`src/hdl/lrs_pkg.sv`:
```
// shared types and constants for the life row stencil
// used by lrs_oq and life_row_stencil; depends on nothing
package lrs_pkg;

  // fixed field widths
  localparam int ROW_W         = 64;
  localparam int GW_W          = 7;
  localparam int MAX_WIDTH_DEF = 64;
  localparam logic [GW_W-1:0] GRID_WIDTH_RST = 7'd64;

  // register port
  localparam int PADDR_W = 3;
  localparam int PDATA_W = 32;

  // result queue depth, a power of two of at least four
  localparam int OQ_DEPTH = 4;

  // register index, taken from the word address
  typedef enum logic [0:0] {
    REG_GRID_WIDTH = 1'b0
  } reg_idx_e;

  // one result in the output queue
  typedef struct packed {
    logic [ROW_W-1:0] cells;
    logic             is_final;
  } res_t;

  // queue write enables; en1 is only set together with en0
  typedef struct packed {
    logic en0;
    logic en1;
  } push_t;

endpackage

```
`src/hdl/lrs_lane.sv`:
```
// one cell of the stencil: neighbour count and the birth/survival rule
// depends on nothing
module lrs_lane (
  input  logic [7:0] nbr_i,
  input  logic       alive_i,
  output logic       next_o
);

  logic [3:0] count;

  // population count of the eight neighbours
  always_comb begin
    count = 4'd0;
    for (int k = 0; k < 8; k++) begin
      count = count + {3'd0, nbr_i[k]};
    end
  end

  // born on three, survives on two or three
  assign next_o = (count == 4'd3) || (alive_i && (count == 4'd2));

endmodule

```
`src/hdl/lrs_gen.sv`:
```
// one row of stencil lanes plus the merging stage that masks the result
// depends on lrs_lane
module lrs_gen #(
  parameter int W = 64
) (
  input  logic [W-1:0] up_i,
  input  logic [W-1:0] mid_i,
  input  logic [W-1:0] down_i,
  input  logic [W-1:0] mask_i,
  output logic [W-1:0] next_o
);

  // rows padded with a dead column on each side
  logic [W+1:0] up_p;
  logic [W+1:0] mid_p;
  logic [W+1:0] down_p;
  logic [W-1:0] lane_out;

  assign up_p   = {1'b0, up_i, 1'b0};
  assign mid_p  = {1'b0, mid_i, 1'b0};
  assign down_p = {1'b0, down_i, 1'b0};

  // one lane per column
  for (genvar c = 0; c < W; c++) begin : g_lane
    lrs_lane u_lane (
      .nbr_i   ({up_p[c+2:c], mid_p[c+2], mid_p[c], down_p[c+2:c]}),
      .alive_i (mid_p[c+1]),
      .next_o  (lane_out[c])
    );
  end

  // merge lanes, dropping columns beyond the width
  assign next_o = lane_out & mask_i;

endmodule

```
`src/hdl/lrs_oq.sv`:
```
// small result queue taking up to two results a cycle and giving one while not stalled
// depends on lrs_pkg
module lrs_oq (
  input  logic              clk_i,
  input  logic              rst_ni,
  input  lrs_pkg::push_t    push_i,
  input  lrs_pkg::res_t     d0_i,
  input  lrs_pkg::res_t     d1_i,
  output logic              full_o,
  output logic              valid_o,
  input  logic              stall_i,
  output lrs_pkg::res_t     head_o
);

  localparam int DEPTH = lrs_pkg::OQ_DEPTH;
  localparam int PTR_W = $clog2(DEPTH);
  localparam int CNT_W = $clog2(DEPTH + 1);

  lrs_pkg::res_t    mem_q [DEPTH];
  logic [PTR_W-1:0] wr_q, wr_d;
  logic [PTR_W-1:0] rd_q, rd_d;
  logic [CNT_W-1:0] count_q, count_d;
  logic             pop;
  logic [CNT_W-1:0] n_push;

  assign pop     = valid_o && !stall_i;
  assign n_push  = CNT_W'(push_i.en0) + CNT_W'(push_i.en1);
  assign valid_o = (count_q != '0);
  assign head_o  = mem_q[rd_q];
  // room for two more requests is needed to take an item
  assign full_o  = (count_q > CNT_W'(DEPTH - 2));

  // pointer and fill arithmetic
  always_comb begin
    wr_d    = wr_q + PTR_W'(n_push);
    rd_d    = rd_q + PTR_W'(pop);
    count_d = count_q + n_push - CNT_W'(pop);
  end

  // control state
  always_ff @(posedge clk_i or negedge rst_ni) begin
    if (!rst_ni) begin
      wr_q    <= '0;
      rd_q    <= '0;
      count_q <= '0;
    end else begin
      wr_q    <= wr_d;
      rd_q    <= rd_d;
      count_q <= count_d;
    end
  end

  // storage, two write slots
  always_ff @(posedge clk_i) begin
    if (push_i.en0) begin
      mem_q[wr_q] <= d0_i;
    end
    if (push_i.en1) begin
      mem_q[wr_q + PTR_W'(1)] <= d1_i;
    end
  end

endmodule

```
`src/hdl/life_row_stencil.sv`:
```
// life row stencil: one b3/s23 generation over a streamed grid, one row per request
// a result enters the result queue as the row that causes it is taken
// throughput: one row per cycle; a last row can add a second result, held in a
// four-deep result queue, and input stalls once three results are queued
// reset: grid_width returns to 64, held rows and the result queue are emptied
// depends on lrs_pkg, lrs_gen, lrs_lane and lrs_oq
module life_row_stencil #(
  parameter int MAX_WIDTH = lrs_pkg::MAX_WIDTH_DEF
) (
  input  logic                         clk_i,
  input  logic                         rst_ni,
  // register port
  input  logic                         psel,
  input  logic                         penable,
  input  logic                         pwrite,
  input  logic [lrs_pkg::PADDR_W-1:0]  paddr,
  input  logic [lrs_pkg::PDATA_W-1:0]  pwdata,
  output logic [lrs_pkg::PDATA_W-1:0]  prdata,
  output logic                         pready,
  // row input
  input  logic                         in_valid_i,
  output logic                         in_stall_o,
  input  logic [lrs_pkg::ROW_W-1:0]    row_cells_i,
  input  logic                         first_row_i,
  input  logic                         last_row_i,
  // result output
  output logic                         out_valid_o,
  input  logic                         out_stall_i,
  output logic [lrs_pkg::ROW_W-1:0]    next_cells_o,
  output logic                         final_row_o
);

  localparam int W    = MAX_WIDTH;
  localparam int GW_W = lrs_pkg::GW_W;

  logic [GW_W-1:0] grid_width_q;
  logic [GW_W-1:0] width_sat;
  logic [W-1:0]    mask;
  logic [W-1:0]    above_q, mid_q;
  logic            held_q;
  logic [W-1:0]    cur;
  logic [W-1:0]    mid_eff;
  logic [W-1:0]    res_a, res_b;
  logic            in_fire, fresh, emit0, emit1, cfg_wr;
  lrs_pkg::reg_idx_e reg_idx;
  lrs_pkg::push_t  push;
  lrs_pkg::res_t   d0, d1, head;

  // register port decode
  assign pready  = 1'b1;
  assign cfg_wr  = psel && penable && pwrite && pready;
  assign reg_idx = lrs_pkg::reg_idx_e'(paddr[2]);

  always_comb begin
    unique case (reg_idx)
      lrs_pkg::REG_GRID_WIDTH: prdata = lrs_pkg::PDATA_W'(grid_width_q);
      default:                 prdata = '0;
    endcase
  end

  always_ff @(posedge clk_i or negedge rst_ni) begin
    if (!rst_ni) begin
      grid_width_q <= lrs_pkg::GRID_WIDTH_RST;
    end else if (cfg_wr && (reg_idx == lrs_pkg::REG_GRID_WIDTH)) begin
      grid_width_q <= pwdata[GW_W-1:0];
    end
  end

  // column mask from the saturated width
  assign width_sat = (grid_width_q > GW_W'(W)) ? GW_W'(W) : grid_width_q;

  for (genvar c = 0; c < W; c++) begin : g_mask
    assign mask[c] = (GW_W'(c) < width_sat);
  end

  // request handling
  assign in_fire = in_valid_i && !in_stall_o;
  assign cur     = row_cells_i[W-1:0] & mask;
  assign fresh   = first_row_i || !held_q;
  assign mid_eff = fresh ? '0 : mid_q;
  assign emit0   = in_fire && !fresh;
  assign emit1   = in_fire && last_row_i;

  // middle row's next generation, with the new row below
  lrs_gen #(.W(W)) u_gen_mid (
    .up_i   (above_q),
    .mid_i  (mid_q),
    .down_i (cur),
    .mask_i (mask),
    .next_o (res_a)
  );

  // new row's next generation, dead row below, for a last row
  lrs_gen #(.W(W)) u_gen_last (
    .up_i   (mid_eff),
    .mid_i  (cur),
    .down_i ('0),
    .mask_i (mask),
    .next_o (res_b)
  );

  // pack results in order into the queue
  always_comb begin
    push.en0    = emit0 || emit1;
    push.en1    = emit0 && emit1;
    d1.cells    = lrs_pkg::ROW_W'(res_b);
    d1.is_final = 1'b1;
    if (emit0) begin
      d0.cells    = lrs_pkg::ROW_W'(res_a);
      d0.is_final = 1'b0;
    end else begin
      d0 = d1;
    end
  end

  // row window
  always_ff @(posedge clk_i or negedge rst_ni) begin
    if (!rst_ni) begin
      above_q <= '0;
      mid_q   <= '0;
      held_q  <= 1'b0;
    end else if (in_fire) begin
      if (last_row_i) begin
        above_q <= '0;
        mid_q   <= '0;
        held_q  <= 1'b0;
      end else begin
        above_q <= mid_eff;
        mid_q   <= cur;
        held_q  <= 1'b1;
      end
    end
  end

  lrs_oq u_oq (
    .clk_i   (clk_i),
    .rst_ni  (rst_ni),
    .push_i  (push),
    .d0_i    (d0),
    .d1_i    (d1),
    .full_o  (in_stall_o),
    .valid_o (out_valid_o),
    .stall_i (out_stall_i),
    .head_o  (head)
  );

  assign next_cells_o = head.cells;
  assign final_row_o  = head.is_final;

  // checks
  a_last_gives_result : assert property (@(posedge clk_i) disable iff (!rst_ni)
    in_fire && last_row_i |=> out_valid_o)
    else $error("last row left no result");

  a_stall_needs_queue : assert property (@(posedge clk_i) disable iff (!rst_ni)
    in_stall_o |-> out_valid_o)
    else $error("input stalled with empty queue");

  a_last_clears_rows : assert property (@(posedge clk_i) disable iff (!rst_ni)
    in_fire && last_row_i |=> !held_q)
    else $error("rows still held after last row");

  a_held_gives_result : assert property (@(posedge clk_i) disable iff (!rst_ni)
    in_fire && held_q && !first_row_i |=> out_valid_o)
    else $error("held middle row gave no result");

endmodule
```
`config.mk`:
```
export PLATFORM = sky130hd
export DESIGN_NAME = life_row_stencil
export DESIGN_NICKNAME = d
export VERILOG_FILES = /design/src/hdl/lrs_pkg.sv /design/src/hdl/lrs_lane.sv /design/src/hdl/lrs_gen.sv /design/src/hdl/lrs_oq.sv /design/src/hdl/life_row_stencil.sv
export SDC_FILE = /design/constraint.sdc
export NUM_CORES = 2
export LEC_CHECK = 0
export ABC_AREA = 1
export BUFFER_PORTS_ARGS = -buffer_cell sky130_fd_sc_hd__buf_2
export CAP_MARGIN = 20
export CORE_MARGIN = 1.5
export CORE_UTILIZATION = 45
export CTS_BUF_LIST = sky130_fd_sc_hd__clkbuf_4 sky130_fd_sc_hd__clkbuf_8 sky130_fd_sc_hd__clkbuf_16
export CTS_CLUSTER_SIZE = 10
export DETAILED_ROUTE_END_ITERATION = 10
export SLEW_MARGIN = 30
export SYNTH_ARGS = -nofsm -noshare
export SYNTH_HDL_FRONTEND = slang
export SYNTH_SLANG_ARGS = --single-unit
```
`constraint.sdc`:
```
create_clock -name clk_i -period 6.97 [get_ports clk_i]
set_clock_uncertainty 0.05 [all_clocks]
set_input_delay 0.3485 -clock clk_i [delete_from_list [all_inputs] [get_ports clk_i]]
set_output_delay 0.3485 -clock clk_i [all_outputs]
set_load 0.1 [all_outputs]
```
==> results.sh <==
export IMPL_outcome="complete, no violations"
export IMPL_h_tree_depth=2
export IMPL_mostFrequentLayoutCell="nand2_1"
export IMPL_r2r_setup_slack_ps=1490
export IMPL_syn_avg_cell_area_sq_um=9.03
export IMPL_reg2reg_from="grid_width_q[5]"
export IMPL_coreArea_sq_mm=0.0773
export IMPL_cp_max_fo=12
export IMPL_num_vias=27800
export IMPL_port_buffers=154
export IMPL_tns_ps=0
export IMPL_place_ws_ps=1600
export IMPL_synthArstFlopShare=0.355
export IMPL_fin_crit_ps=5480
export IMPL_rows=102
export IMPL_critPathMaxStageDelay_ps=490
export IMPL_finalMaxSlewViolations=0
export IMPL_crit_top_cell="inv_1"
export IMPL_synth_seq_area_share=0.323
export IMPL_post_drt_wl_per_cell_um=21.3
export IMPL_required_ps=7360
export IMPL_finalHoldViolCount=0
export IMPL_drv_cap=0
export IMPL_cts_root_buf="clkbuf_16"
export IMPL_whs_endpoint="u_oq.rd_q[0]"
export IMPL_drive_above_1_share=0.0923
export IMPL_synthFlopType="edfxtp_1"
export IMPL_first_pass_iters=5
export IMPL_die_w_um=283
export IMPL_synth_seq_cells=403
export IMPL_grt_pass1_wl_mm=165
export IMPL_netlist_instances=3894
export IMPL_grt_start_max_net_pins=130
export IMPL_dieArea_sq_mm=0.0798
export IMPL_rsz0062_at_grt="false"
export IMPL_fin_cells=5073
export IMPL_min_path_type="input port to flip-flop"
export IMPL_numCtsBuffers=50
export IMPL_antenna_found_initial=8
export IMPL_ys_warn_count=0
export IMPL_layout_common_cells="nand2_1 (762), inv_1 (655), o21ai_0 (385)"
export IMPL_cp_cell_sequence="nor2_4 -> nand2_2 -> nor2_4 -> nand2_1 -> inv_1 -> nand2_1 -> nand2_1 -> inv_1 -> ha_1 -> inv_1 -> fa_1 -> fa_1 -> inv_1 -> fa_1 -> inv_1 -> fa_1 -> nor2_1 -> nand3_1 -> o21ai_1 -> nand2_1 -> o21ai_0"
export IMPL_synth_edff_count=256
export IMPL_setup_viol=0
export IMPL_cpMaxStageDelayCell="fa_1"
export IMPL_crit_start="grid_width_q[5]"
export IMPL_overflow=0
export IMPL_synth_top_area_share=0.219
export IMPL_vias_per_cell=5.49
export IMPL_layout_nets=4733
export IMPL_r2r_cells=21
export IMPL_crit_type="flip-flop to flip-flop"
export IMPL_p_leak_nw=18.0
export IMPL_cts_tree="built"
export IMPL_arrival_ps=5870
export IMPL_ctsResizeCount=0
export IMPL_dpl_hpwl_mm=75.7
export IMPL_synth_area_sq_mm=0.0352
export IMPL_gr_usage_all_layers=0.277
export IMPL_cts_sinks=403
export IMPL_final_core_utilization=0.500
export IMPL_worstSkewPairLatency_ps=620
export IMPL_critPathCaptureType="flip-flop"
export IMPL_setup_ws_ps=1490
export IMPL_startpoint_type="flip-flop"
export IMPL_grt_pass1_vias=27000
export IMPL_ir_drop_uv=372
export IMPL_dp_cells=4969
export IMPL_ys_top_cells_by_area="edfxtp_1 (22%), fa_1 (22%), dfrtp_1 (10%)"
export IMPL_relSlewSlack=0.295
export IMPL_drc=0
export IMPL_fillers=7294
export IMPL_ios=208
export IMPL_clock_fmax_ghz=0.183
export IMPL_powerDensity_mw_per_mm2=411
export IMPL_tightest_slew_ps=1060
export IMPL_reg2reg_to="u_oq.mem_q[1][2]"
export IMPL_hold_start="out_stall_i"
export IMPL_initial_core_util=0.455
export IMPL_drtAntennaViolNets=0
export IMPL_clkTransAtPathRegs_ps=60
export IMPL_drtIter0Drc=2655
export IMPL_period_share=0.786
export IMPL_min_path_cells=3
export IMPL_area_delta_synth_final_pct=9.90
export IMPL_yosysUniqueCellTypes=62
export IMPL_place_congestion=0.876
export IMPL_totalWireLength_mm=108
export IMPL_die_h_um=283
export IMPL_yosys_area_top_type="edfxtp_1"
export IMPL_cts_path_max_buffers=3
## cells in the mapped netlist (all sizes together) (6+ instances only)
master and count:
nand2 783, inv 669, o21ai 424, fa 379, nor2 306, ha 257, edfxtp 256, o22ai 169
dfrtp 142, clkbuf 121, nand3 96, buf 56, nand4 46, o2111ai 43, a21oi 40, o211ai 29
nor3b 14, o21a 13, or2 6
## worst max-delay path, delay by kind of cell, from the launching register on
| family | cells | cell delay [ps] |
|---|---|---|
| compound gates | 2 | 360 |
| buf+inv | 5 | 430 |
| fa+ha+maj | 5 | 1990 |
| flops | 1 | 460 |
| simple gates | 9 | 1980 |
## how the worst max path moves through the flow
stage	endpoint	slack, ps
after detailed placement	u_oq.mem_q[1][2]	1600
after global placement	u_oq.mem_q[1][2]	1650
after CTS	u_oq.mem_q[3][2]	1560
after global routing	u_oq.mem_q[3][2]	1180
final	u_oq.mem_q[1][2]	1490
after floorplan	u_oq.mem_q[1][40]	2850
## metal layers
metal / track usage / vias up / wire length (um)
met5: 0 / - / 13
met2: 0.417 / 1129 / 47500
met4: 0.0749 / 2 / 2490
met3: 0.0609 / 148 / 10500
met1: 0.402 / 13700 / 47800
li1: - / 12900 / -
## cell families after synthesis
family / Yosys count / synth area share
xor gates and xnor gates: 4 / 0.000997
DFF: 403 / 0.323
AOI/OAI and AO/OA: 731 / 0.121
other: 2 / 0.000214
muxes: 3 / 0.000961
adders and majority gates: 636 / 0.307
buffers and inverters: 850 / 0.0963
and+or+nand+nor: 1265 / 0.150
## flip-flops by register name (all words and copies together) (netlist names)
name,cells
mid_q,64
u_oq.wr_q,2
above_q,64
u_oq.rd_q,2
u_oq.count_q,3
grid_width_q,7
held_q,1
u_oq.mem_q,260
## cell type report
cell class / instances / area (sq um) / share of cell area
Multi-Input combinational cell: 2665 / 20600 / 0.534
Sequential cell: 403 / 11400 / 0.294
Inverter: 673 / 2540 / 0.0656
Clock buffer: 81 / 1540 / 0.0398
Tap cell: 1040 / 1300 / 0.0337
Timing Repair Buffer: 196 / 1120 / 0.0291
Clock inverter: 12 / 154 / 0.00398
Antenna cell: 3 / 7.51 / 0.000194
## metrics by stage
step           power, mW  hold WS, ps  cell area (sq um)
2_1_floorplan       10.7         2.91              35200
3_5_place_dp        13.2          255              36800
6_report            15.9          118              38600
4_1_cts             15.9         98.3              38600
5_1_grt             17.2          123              38600
3_3_place_gp        12.9          251              36800
## repair_timing
item,CTS,global route
buffers inserted,0,0
hold buffers,8,0
hold endpoints to repair,42,0
## power by group
part | internal, mW | leakage, nW | switching (mW) | total, mW
sequential | 2.95 | 4.32 | 0.380 | 3.33
combinational | 2.68 | 12.9 | 7.16 | 9.84
clock | 1.62 | 0.859 | 1.09 | 2.72
Power figures use the tool's default switching activity.
